<file path="config.mk">
export PLATFORM = sky130hd
export DESIGN_NAME = alr_budget_detector_core
export DESIGN_NICKNAME = d
export VERILOG_FILES = /design/src/alrbd_pkg.sv /design/src/alrbd_ctrl.sv /design/src/alrbd_dp.sv /design/src/alr_budget_detector_core.sv
export SDC_FILE = /design/constraint.sdc
export NUM_CORES = 2
export LEC_CHECK = 0
export BUFFER_PORTS_ARGS = -buffer_cell sky130_fd_sc_hd__buf_4
export CORE_AREA = 2 2 328 330
export CTS_CLUSTER_DIAMETER = 200
export DETAILED_ROUTE_END_ITERATION = 16
export DIE_AREA = 0 0 330 332
export PLACE_DENSITY = 0.62
export RECOVER_POWER = 100
export SLEW_MARGIN = 20
export SYNTH_ARGS = -nofsm -noshare
export SYNTH_HDL_FRONTEND = slang
export SYNTH_SLANG_ARGS = --single-unit
</file>
<file path="constraint.sdc">
create_clock -name clk -period 13 [get_ports clk]
set_clock_uncertainty 0.05 [all_clocks]
set_input_delay 2.6 -clock clk [delete_from_list [all_inputs] [get_ports clk]]
set_output_delay 2.6 -clock clk [all_outputs]
set_load 0.01 [all_outputs]
</file>
<file path="src/alrbd_pkg.sv">
// Shared types and constants for the ALR budget detector.
package alrbd_pkg;

    // Field widths
    localparam int RATE_W    = 20;
    localparam int TIME_W    = 48;
    localparam int BYTES_W   = 20;
    localparam int LEVEL_W   = 31;
    localparam int RATIO_W   = 17;
    localparam int WINDOW_W  = 14;
    localparam int ELAPSED_W = 24;
    localparam int CFG_IDX_W = 3;
    localparam int CFG_DAT_W = 17;

    // Shared multiplier: 31 x 24 bits
    localparam int MUL_A_W = 31;
    localparam int MUL_B_W = 24;
    localparam int PROD_W  = MUL_A_W + MUL_B_W;

    // Configuration register indexes
    localparam logic [CFG_IDX_W-1:0] CFG_USAGE  = 3'd0;
    localparam logic [CFG_IDX_W-1:0] CFG_WINDOW = 3'd1;
    localparam logic [CFG_IDX_W-1:0] CFG_START  = 3'd2;
    localparam logic [CFG_IDX_W-1:0] CFG_STOP   = 3'd3;

    // Configuration reset values
    localparam logic [RATIO_W-1:0]  USAGE_RST  = 17'd42598;
    localparam logic [WINDOW_W-1:0] WINDOW_RST = 14'd500;
    localparam logic [RATIO_W-1:0]  START_RST  = 17'd52429;
    localparam logic [RATIO_W-1:0]  STOP_RST   = 17'd32768;

    // Input opcodes
    localparam logic OP_RATE = 1'b0;
    localparam logic OP_SEND = 1'b1;

    typedef struct packed {
        logic [RATIO_W-1:0]  usage;
        logic [WINDOW_W-1:0] window;
        logic [RATIO_W-1:0]  start;
        logic [RATIO_W-1:0]  stop;
    } cfg_regs_t;

    // Datapath micro-operations issued by the controller
    typedef enum logic [3:0] {
        DP_NOP,
        DP_LATCH,
        DP_MUL_RATE,
        DP_MUL_WIN,
        DP_SET_MAX,
        DP_TIME,
        DP_MUL_ACC,
        DP_SET_LEVEL,
        DP_MUL_RATIO,
        DP_SET_FLAG,
        DP_LOAD_OUT
    } dp_op_t;

    typedef struct packed {
        dp_op_t op;
    } dp_cmd_t;

    typedef struct packed {
        logic is_send;
        logic rate_zero;
        logic max_zero;
    } dp_status_t;

endpackage

</file>
<file path="src/alrbd_ctrl.sv">
// Controller state machine: sequences the datapath for one transaction at a time.
module alrbd_ctrl
    import alrbd_pkg::*;
(
    input  logic       clk,
    input  logic       rst_n,
    input  logic       in_valid,
    output logic       in_stall,
    output logic       out_valid,
    input  logic       out_stall,
    input  dp_status_t status,
    output dp_cmd_t    cmd
);

    typedef enum logic [3:0] {
        S_IDLE,
        S_DEC,
        S_MUL_WIN,
        S_SET_MAX,
        S_MUL_ACC,
        S_SET_LEVEL,
        S_MUL_RATIO,
        S_SET_FLAG,
        S_DONE
    } state_t;

    state_t state_reg, state_next;
    logic   out_valid_reg, out_valid_next;

    // Next state, commands and output valid
    always_comb
    begin
        state_next     = state_reg;
        out_valid_next = out_valid_reg && out_stall;
        cmd.op         = DP_NOP;
        case (state_reg)
            S_IDLE:
            begin
                if (in_valid)
                begin
                    cmd.op     = DP_LATCH;
                    state_next = S_DEC;
                end
            end
            S_DEC:
            begin
                if (!status.is_send && !status.rate_zero)
                begin
                    cmd.op     = DP_MUL_RATE;
                    state_next = S_MUL_WIN;
                end
                else if (status.is_send && !status.max_zero)
                begin
                    cmd.op     = DP_TIME;
                    state_next = S_MUL_ACC;
                end
                else
                begin
                    state_next = S_DONE;
                end
            end
            S_MUL_WIN:
            begin
                cmd.op     = DP_MUL_WIN;
                state_next = S_SET_MAX;
            end
            S_SET_MAX:
            begin
                cmd.op     = DP_SET_MAX;
                state_next = S_DONE;
            end
            S_MUL_ACC:
            begin
                cmd.op     = DP_MUL_ACC;
                state_next = S_SET_LEVEL;
            end
            S_SET_LEVEL:
            begin
                cmd.op     = DP_SET_LEVEL;
                state_next = S_MUL_RATIO;
            end
            S_MUL_RATIO:
            begin
                cmd.op     = DP_MUL_RATIO;
                state_next = S_SET_FLAG;
            end
            S_SET_FLAG:
            begin
                cmd.op     = DP_SET_FLAG;
                state_next = S_DONE;
            end
            S_DONE:
            begin
                // wait for the output register to be free
                if (!out_valid_reg || !out_stall)
                begin
                    cmd.op         = DP_LOAD_OUT;
                    out_valid_next = 1'b1;
                    state_next     = S_IDLE;
                end
            end
            default:
            begin
                state_next = S_IDLE;
            end
        endcase
    end

    // State and registered outputs
    always_ff @(posedge clk or negedge rst_n)
    begin
        if (!rst_n)
        begin
            state_reg     <= S_IDLE;
            out_valid_reg <= 1'b0;
        end
        else
        begin
            state_reg     <= state_next;
            out_valid_reg <= out_valid_next;
        end
    end

    assign in_stall  = (state_reg != S_IDLE);
    assign out_valid = out_valid_reg;

endmodule

</file>
<file path="src/alrbd_dp.sv">
// Datapath: budget state, shared multiplier, clamping and hysteresis compare.
module alrbd_dp
    import alrbd_pkg::*;
(
    input  logic               clk,
    input  logic               rst_n,
    input  dp_cmd_t            cmd,
    output dp_status_t         status,
    input  cfg_regs_t          cfg,
    input  logic               op,
    input  logic [RATE_W-1:0]  rate_kbps,
    input  logic [TIME_W-1:0]  stamp_ms,
    input  logic [BYTES_W-1:0] byte_count,
    output logic               in_alr,
    output logic [LEVEL_W-1:0] budget_level
);

    // Architectural state
    logic [RATE_W-1:0]  target_reg, target_next;
    logic [LEVEL_W-1:0] max_reg, max_next;
    logic [LEVEL_W-1:0] level_reg, level_next;
    logic [TIME_W-1:0]  last_time_reg, last_time_next;
    logic               time_seen_reg, time_seen_next;
    logic               flag_reg, flag_next;

    // Transaction payload and intermediate values
    logic               op_reg;
    logic [RATE_W-1:0]  rate_reg;
    logic [TIME_W-1:0]  time_reg;
    logic [BYTES_W-1:0] bytes_reg;
    logic [ELAPSED_W-1:0] elapsed_reg;
    logic [PROD_W-1:0]  prod_reg;
    logic               out_alr_reg;
    logic [LEVEL_W-1:0] out_level_reg;

    logic [MUL_A_W-1:0]   mul_a;
    logic [MUL_B_W-1:0]   mul_b;
    logic [PROD_W-1:0]    prod_next;
    logic [RATE_W-1:0]    target_sat;
    logic [LEVEL_W-1:0]   new_max;
    logic [TIME_W-1:0]    time_diff;
    logic [ELAPSED_W-1:0] elapsed_calc;
    logic signed [42:0]   lvl_wide;
    logic [LEVEL_W-1:0]   lvl_clamped;
    logic [47:0]          level_scaled;

    assign status.is_send   = (op_reg == OP_SEND);
    assign status.rate_zero = (rate_reg == '0);
    assign status.max_zero  = (max_reg == '0);

    // Target from rate*usage, saturated to 20 bits
    assign target_sat = (prod_reg[PROD_W-1:36] != '0) ? '1 : prod_reg[35:16];
    // Ceiling from target*window/8
    assign new_max = prod_reg[33:3];

    // Elapsed time: zero before the first send or when time goes back
    assign time_diff = time_reg - last_time_reg;
    always_comb
    begin
        if (!time_seen_reg || !(time_reg > last_time_reg))
            elapsed_calc = '0;
        else if (time_diff[TIME_W-1:ELAPSED_W] != '0)
            elapsed_calc = '1;
        else
            elapsed_calc = time_diff[ELAPSED_W-1:0];
    end

    // Level drain and refill, clamped to 0..max
    assign lvl_wide = $signed({12'b0, level_reg}) - $signed({23'b0, bytes_reg})
                    + $signed({2'b0, prod_reg[43:3]});
    always_comb
    begin
        if (lvl_wide[42])
            lvl_clamped = '0;
        else if (lvl_wide[41:0] > {11'b0, max_reg})
            lvl_clamped = max_reg;
        else
            lvl_clamped = lvl_wide[LEVEL_W-1:0];
    end

    assign level_scaled = {1'b0, level_reg, 16'b0};

    // Shared multiplier operand select
    always_comb
    begin
        case (cmd.op)
            DP_MUL_RATE:
            begin
                mul_a = {11'b0, rate_reg};
                mul_b = {7'b0, cfg.usage};
            end
            DP_MUL_WIN:
            begin
                mul_a = {11'b0, target_sat};
                mul_b = {10'b0, cfg.window};
            end
            DP_MUL_ACC:
            begin
                mul_a = {11'b0, target_reg};
                mul_b = elapsed_reg;
            end
            DP_MUL_RATIO:
            begin
                mul_a = max_reg;
                mul_b = flag_reg ? {7'b0, cfg.stop} : {7'b0, cfg.start};
            end
            default:
            begin
                mul_a = '0;
                mul_b = '0;
            end
        endcase
    end

    assign prod_next = PROD_W'(mul_a) * PROD_W'(mul_b);

    // State updates per micro-operation
    always_comb
    begin
        target_next    = target_reg;
        max_next       = max_reg;
        level_next     = level_reg;
        last_time_next = last_time_reg;
        time_seen_next = time_seen_reg;
        flag_next      = flag_reg;
        case (cmd.op)
            DP_MUL_WIN:
            begin
                target_next = target_sat;
            end
            DP_SET_MAX:
            begin
                max_next   = new_max;
                level_next = (level_reg > new_max) ? new_max : level_reg;
            end
            DP_TIME:
            begin
                last_time_next = time_reg;
                time_seen_next = 1'b1;
            end
            DP_SET_LEVEL:
            begin
                level_next = lvl_clamped;
            end
            DP_SET_FLAG:
            begin
                // hysteresis: enter above start, leave below stop
                if (!flag_reg && (level_scaled > prod_reg[47:0]))
                    flag_next = 1'b1;
                else if (flag_reg && (level_scaled < prod_reg[47:0]))
                    flag_next = 1'b0;
            end
            default:
            begin
            end
        endcase
    end

    always_ff @(posedge clk or negedge rst_n)
    begin
        if (!rst_n)
        begin
            target_reg    <= '0;
            max_reg       <= '0;
            level_reg     <= '0;
            last_time_reg <= '0;
            time_seen_reg <= 1'b0;
            flag_reg      <= 1'b0;
        end
        else
        begin
            target_reg    <= target_next;
            max_reg       <= max_next;
            level_reg     <= level_next;
            last_time_reg <= last_time_next;
            time_seen_reg <= time_seen_next;
            flag_reg      <= flag_next;
        end
    end

    // Payload registers
    always_ff @(posedge clk)
    begin
        if (cmd.op == DP_LATCH)
        begin
            op_reg    <= op;
            rate_reg  <= rate_kbps;
            time_reg  <= stamp_ms;
            bytes_reg <= byte_count;
        end
        if (cmd.op == DP_TIME)
            elapsed_reg <= elapsed_calc;
        if (cmd.op == DP_MUL_RATE || cmd.op == DP_MUL_WIN ||
            cmd.op == DP_MUL_ACC || cmd.op == DP_MUL_RATIO)
            prod_reg <= prod_next;
        if (cmd.op == DP_LOAD_OUT)
        begin
            out_alr_reg   <= flag_reg;
            out_level_reg <= level_reg;
        end
    end

    assign in_alr       = out_alr_reg;
    assign budget_level = out_level_reg;

endmodule

</file>
<file path="src/alr_budget_detector_core.sv">
// Top level of the ALR budget detector: configuration registers, controller, datapath.
//
//  channel  | handshake              | payload
//  ---------+------------------------+---------------------------------------------
//  input    | in_valid / in_stall    | op, rate_kbps, stamp_ms, byte_count
//  output   | out_valid / out_stall  | in_alr, budget_level
//  config   | cfg_valid / cfg_ready  | cfg_index, cfg_data
//
// One transaction at a time. Bitrate item: rate multiply, window multiply, ceiling set. Send
// item: time, accrual multiply, level, ratio multiply, flag. Ignored item (zero rate, or send
// with no ceiling): to the result. All share one 31x24 multiplier, at most one use per step.
// Every transaction gives one result; the output register holds it while out_stall
// is high and the next transaction may already be accepted and worked on.
// Reset (rst_n low, asynchronous) clears the budget state and loads register defaults.
module alr_budget_detector_core
    import alrbd_pkg::*;
(
    input  logic                 clk,
    input  logic                 rst_n,
    input  logic                 in_valid,
    output logic                 in_stall,
    input  logic                 op,
    input  logic [RATE_W-1:0]    rate_kbps,
    input  logic [TIME_W-1:0]    stamp_ms,
    input  logic [BYTES_W-1:0]   byte_count,
    output logic                 out_valid,
    input  logic                 out_stall,
    output logic                 in_alr,
    output logic [LEVEL_W-1:0]   budget_level,
    input  logic                 cfg_valid,
    output logic                 cfg_ready,
    input  logic [CFG_IDX_W-1:0] cfg_index,
    input  logic [CFG_DAT_W-1:0] cfg_data
);

    cfg_regs_t  cfg_reg;
    dp_cmd_t    cmd;
    dp_status_t status;

    assign cfg_ready = 1'b1;

    // Configuration registers
    always_ff @(posedge clk or negedge rst_n)
    begin
        if (!rst_n)
        begin
            cfg_reg.usage  <= USAGE_RST;
            cfg_reg.window <= WINDOW_RST;
            cfg_reg.start  <= START_RST;
            cfg_reg.stop   <= STOP_RST;
        end
        else if (cfg_valid && cfg_ready)
        begin
            case (cfg_index)
                CFG_USAGE:  cfg_reg.usage  <= cfg_data;
                CFG_WINDOW: cfg_reg.window <= cfg_data[WINDOW_W-1:0];
                CFG_START:  cfg_reg.start  <= cfg_data;
                CFG_STOP:   cfg_reg.stop   <= cfg_data;
                default:
                begin
                end
            endcase
        end
    end

    alrbd_ctrl u_ctrl (
        .clk       (clk),
        .rst_n     (rst_n),
        .in_valid  (in_valid),
        .in_stall  (in_stall),
        .out_valid (out_valid),
        .out_stall (out_stall),
        .status    (status),
        .cmd       (cmd)
    );

    alrbd_dp u_dp (
        .clk          (clk),
        .rst_n        (rst_n),
        .cmd          (cmd),
        .status       (status),
        .cfg          (cfg_reg),
        .op           (op),
        .rate_kbps    (rate_kbps),
        .stamp_ms     (stamp_ms),
        .byte_count   (byte_count),
        .in_alr       (in_alr),
        .budget_level (budget_level)
    );

    // An accepted transaction keeps the input side busy while it is processed
    a_busy_after_accept: assert property (@(posedge clk) disable iff (!rst_n)
        (in_valid && !in_stall) |=> in_stall)
        else $error("input accepted again right after a transaction");

    // A result is only produced at the end of a transaction's processing
    a_result_from_work: assert property (@(posedge clk) disable iff (!rst_n)
        $rose(out_valid) |-> $past(in_stall))
        else $error("result appeared without a transaction in progress");

    // The datapath is only commanded to latch input when a transaction is accepted
    a_latch_on_accept: assert property (@(posedge clk) disable iff (!rst_n)
        (cmd.op == DP_LATCH) |-> (in_valid && !in_stall))
        else $error("input latched without an accepted transaction");

endmodule

</file>
==> run_results.csv <==
group,metric,value,unit
die,design.core.area,0.106,sq mm
job,drv_cap,11,
clock_network,cts_root_buffer,"sky130_fd_sc_hd__clkbuf_16",
clock_network,worstSkewPairLatency,610,ps
drt,antenna_violating_nets_post_route,0,
yosys,synthFlopType,"sky130_fd_sc_hd__edfxtp_1",
die,initial_core_util,44.7,%
cells_and_area,regArea,0.0111,sq mm
die,fp.dieArea,0.110,sq mm
global_route,grt_pass1_vias,37826,
place,place.detailed.hpwl,117000,um
outcome,status,"complete, but fails checks",
drt,post_drt_wl_per_cell,21.7,um
sta,timing.fmax,87.9,MHz
drt,drt_first_pass_iters,13,
yosys,post_synth.cell_area_avg,9.17,sq um
clock_network,cts-buffers-inserted,47,
global_route,grtUsageTotal,26.9,%
worst_setup_path,setup.worst_path.class,"reg2reg",
sta,finalMaxSlewViolations,563,
worst_setup_path,crit_arrival,11750,ps
drt,num_vias,37241,
drt,dr.first_iter.drc_count,3040,
yosys,synthCells,5179,
place,gpl.final_weighted_congestion,0.984,
worst_setup_path,worstSetupStartpointType,"flop",
global_route,grt_use_met2,43.7,%
cells_and_area,flow.area_growth_from_synthesis,8.56,%
sta,worst-slew-pin-transition,5660,ps
clock_network,h_tree_depth,2,
drt,routed_wl,146000,um
global_route,use_met1,36.2,%
yosys,post-synth-top-area-cell,"sky130_fd_sc_hd__fa_1",
cells_and_area,nets,6431,
global_route,grt.overflow.total,0,
sta,setup_tns,0,ps
clock_network,post_cts_resized,0,
cells_and_area,largest_reg_flops,65,
sta,timing.final.hold_violations,0,
sta,fin_crit_sh,87.5,%
place,io_buffer_count,147,
yosys,mapped_cell_area,0.0475,sq mm
clock_network,cts.clk_slew.worst_paths,60,ps
die,io_pins,149,
worst_setup_path,worst_path_largest_cell_delay,1350,ps
global_route,grt.busiest_layer,"met2",
global_route,grt_first_pass_wirelength,225000,um
clock_network,cts_setup_buffers,0,
sta,worst_slew_margin_rel,-277,%
sta,period_needed,11380,ps
yosys,synth_enable_flop_cells,200,
cells_and_area,proportion_of_layout_cells_with_a_drive_suffix_above_1,6.24,%
min_path,timing.hold.worst.class,"reg2reg",
clock_network,clock_buffer_depth,3,
yosys,synth-warning-count,0,
yosys,synth.ff_latch_count,402,
yosys,synth_top_cells_by_count,"949 x sky130_fd_sc_hd__inv_1, 729 x sky130_fd_sc_hd__nand2_1, 639 x sky130_fd_sc_hd__fa_1",
worst_setup_path,worstPathRequired,13370,ps
die,die_height,332,um
cells_and_area,postLayoutCoreUtil,48.5,%
die,rows,120,
yosys,synth_cell_type_count,73,
global_route,grt_start_max_net_pins,97,
yosys,synth_sequential_area_ratio,23.4,%
sta,setup_viol,0,
drt,drc_errors,3,
global_route,grt_util_met3,4.78,%
clock_network,cts_sinks,402,
worst_setup_path,critPathSlowestCell,"sky130_fd_sc_hd__a2111oi_0",
clock_network,clock_tree_from_tritoncts,"yes",
cells_and_area,multi_input_area,0.0324,sq mm
outcome,violations,"design-rule violations, max-capacitance violations, max-slew violations",
die,die_width,330,um
cells_and_area,num-fill-cells,10205,
yosys,synth.top_cell.area_share,26.9,%
sta,rsz0062_at_grt,"false",
yosys,ys_async_sr_fraction,50.2,%
clock_network,cts-hold-fix-buffers,0,
global_route,number_of_antenna_violations_at_the_first_check_in_global_routing,1,
worst_setup_path,timing.critical_path.to_type,"flop",
drt,post_drt_via_cell_ratio,5.53,
yosys,synth.top_cells.by_area,"sky130_fd_sc_hd__fa_1 27%, sky130_fd_sc_hd__edfxtp_1 13%, sky130_fd_sc_hd__ha_1 10%",
yosys,most_frequent_cell_after_synthesis,"sky130_fd_sc_hd__inv_1",
worst_setup_path,crit_path_max_fanout,34,
cells_and_area,antenna_cells,0,
[metrics by stage]
stage	setup WS, ps	cells	hold WS [ps]	area (sq um)
2_1_floorplan	4220	5255	373	47800
3_3_place_gp	2240	6647	402	50400
3_5_place_dp	2230	6647	414	50400
4_1_cts	2160	6735	430	51900
5_1_grt	1270	6736	448	51600
6_report	1620	6736	430	51600
[worst paths after layout]
| kind | from | end | slack [ps] | cells after the start |
|---|---|---|---|---|
| max | u_dp.level_reg[0]$_DFFE_PN0P_ | u_dp.level_reg[16]$_DFFE_PN0P_ | 1620 | 33 |
| min | u_dp.target_reg[1]$_DFFE_PN0P_ | u_dp.target_reg[1]$_DFFE_PN0P_ | 430 | 2 |
| max reg2reg | u_dp.level_reg[0]$_DFFE_PN0P_ | u_dp.level_reg[16]$_DFFE_PN0P_ | 1620 | 33 |
| min reg2reg | u_dp.target_reg[1]$_DFFE_PN0P_ | u_dp.target_reg[1]$_DFFE_PN0P_ | 430 | 2 |
| max in group asynchronous | rst_n | cfg_reg[64]$_DFFE_PN0P_ | 3920 | 2 |
| min in group asynchronous | rst_n | cfg_reg[25]$_DFFE_PN0P_ | 4020 | 1 |
[placed cells by master (no fill, tap or decap), types with 48 or more instances in the layout]
master,instances
sky130_fd_sc_hd__a21o_1,103
sky130_fd_sc_hd__dfrtp_1,178
sky130_fd_sc_hd__fa_1,639
sky130_fd_sc_hd__mux2_2,68
sky130_fd_sc_hd__mux2i_1,50
sky130_fd_sc_hd__nand3_1,97
sky130_fd_sc_hd__inv_1,948
sky130_fd_sc_hd__buf_4,66
sky130_fd_sc_hd__clkbuf_4,68
sky130_fd_sc_hd__xnor2_1,100
sky130_fd_sc_hd__nand4_1,59
sky130_fd_sc_hd__clkbuf_1,86
sky130_fd_sc_hd__clkbuf_16,48
sky130_fd_sc_hd__conb_1,78
sky130_fd_sc_hd__edfxtp_1,200
sky130_fd_sc_hd__o21ai_0,210
sky130_fd_sc_hd__a21oi_1,179
sky130_fd_sc_hd__ha_1,384
sky130_fd_sc_hd__nor2_1,354
sky130_fd_sc_hd__nand2_1,729
[worst max-delay path, delay by kind of cell, from the launching register on]
family                     cells  cell delay [ps]
DFF                            1              470
AOI/OAI and AO/OA             17             5430
and+or+nand+nor                7             2020
buffers and inverters          3             1410
adders and majority gates      4             1260
xor gates and xnor gates       2              520
[cells by family (layout without fill, tap and decap cells)]
kind of cell / count (synthesis) / after routing / synth area share, %
buffers and inverters: 1167 / 1245 / 9.26
multiplexers: 118 / 118 / 2.67
AND/OR/NAND/NOR: 1518 / 1518 / 14.1
flip-flops: 402 / 402 / 23.4
adder cells (fa/ha/maj): 1023 / 1023 / 37.1
XOR/XNOR: 137 / 137 / 2.53
other: 2 / 78 / 0.0158
AO/OA/AOI/OAI: 812 / 812 / 11.0
[final cells by class]
| class | instances | area share [%] |
|---|---|---|
| Clock buffer | 62 | 2.47 |
| Tap cell | 1403 | 3.41 |
| Inverter | 949 | 6.91 |
| Multi-Input combinational cell | 3686 | 62.8 |
| Clock inverter | 26 | 0.444 |
| Timing Repair Buffer | 208 | 2.49 |
| Sequential cell | 402 | 21.5 |
[layer usage]
| metal | vias to the layer above | share of wire [%] |
|---|---|---|
| met5 | - | 0 |
| met4 | 0 | 4.1 |
| met3 | 285 | 7.6 |
| met2 | 1353 | 46 |
| met1 | 18625 | 42 |
| li1 | 16978 | - |
Power is left out: the tool's default activity adds up to more than one toggle a clock period on the data nets, which glitch-free logic cannot reach.
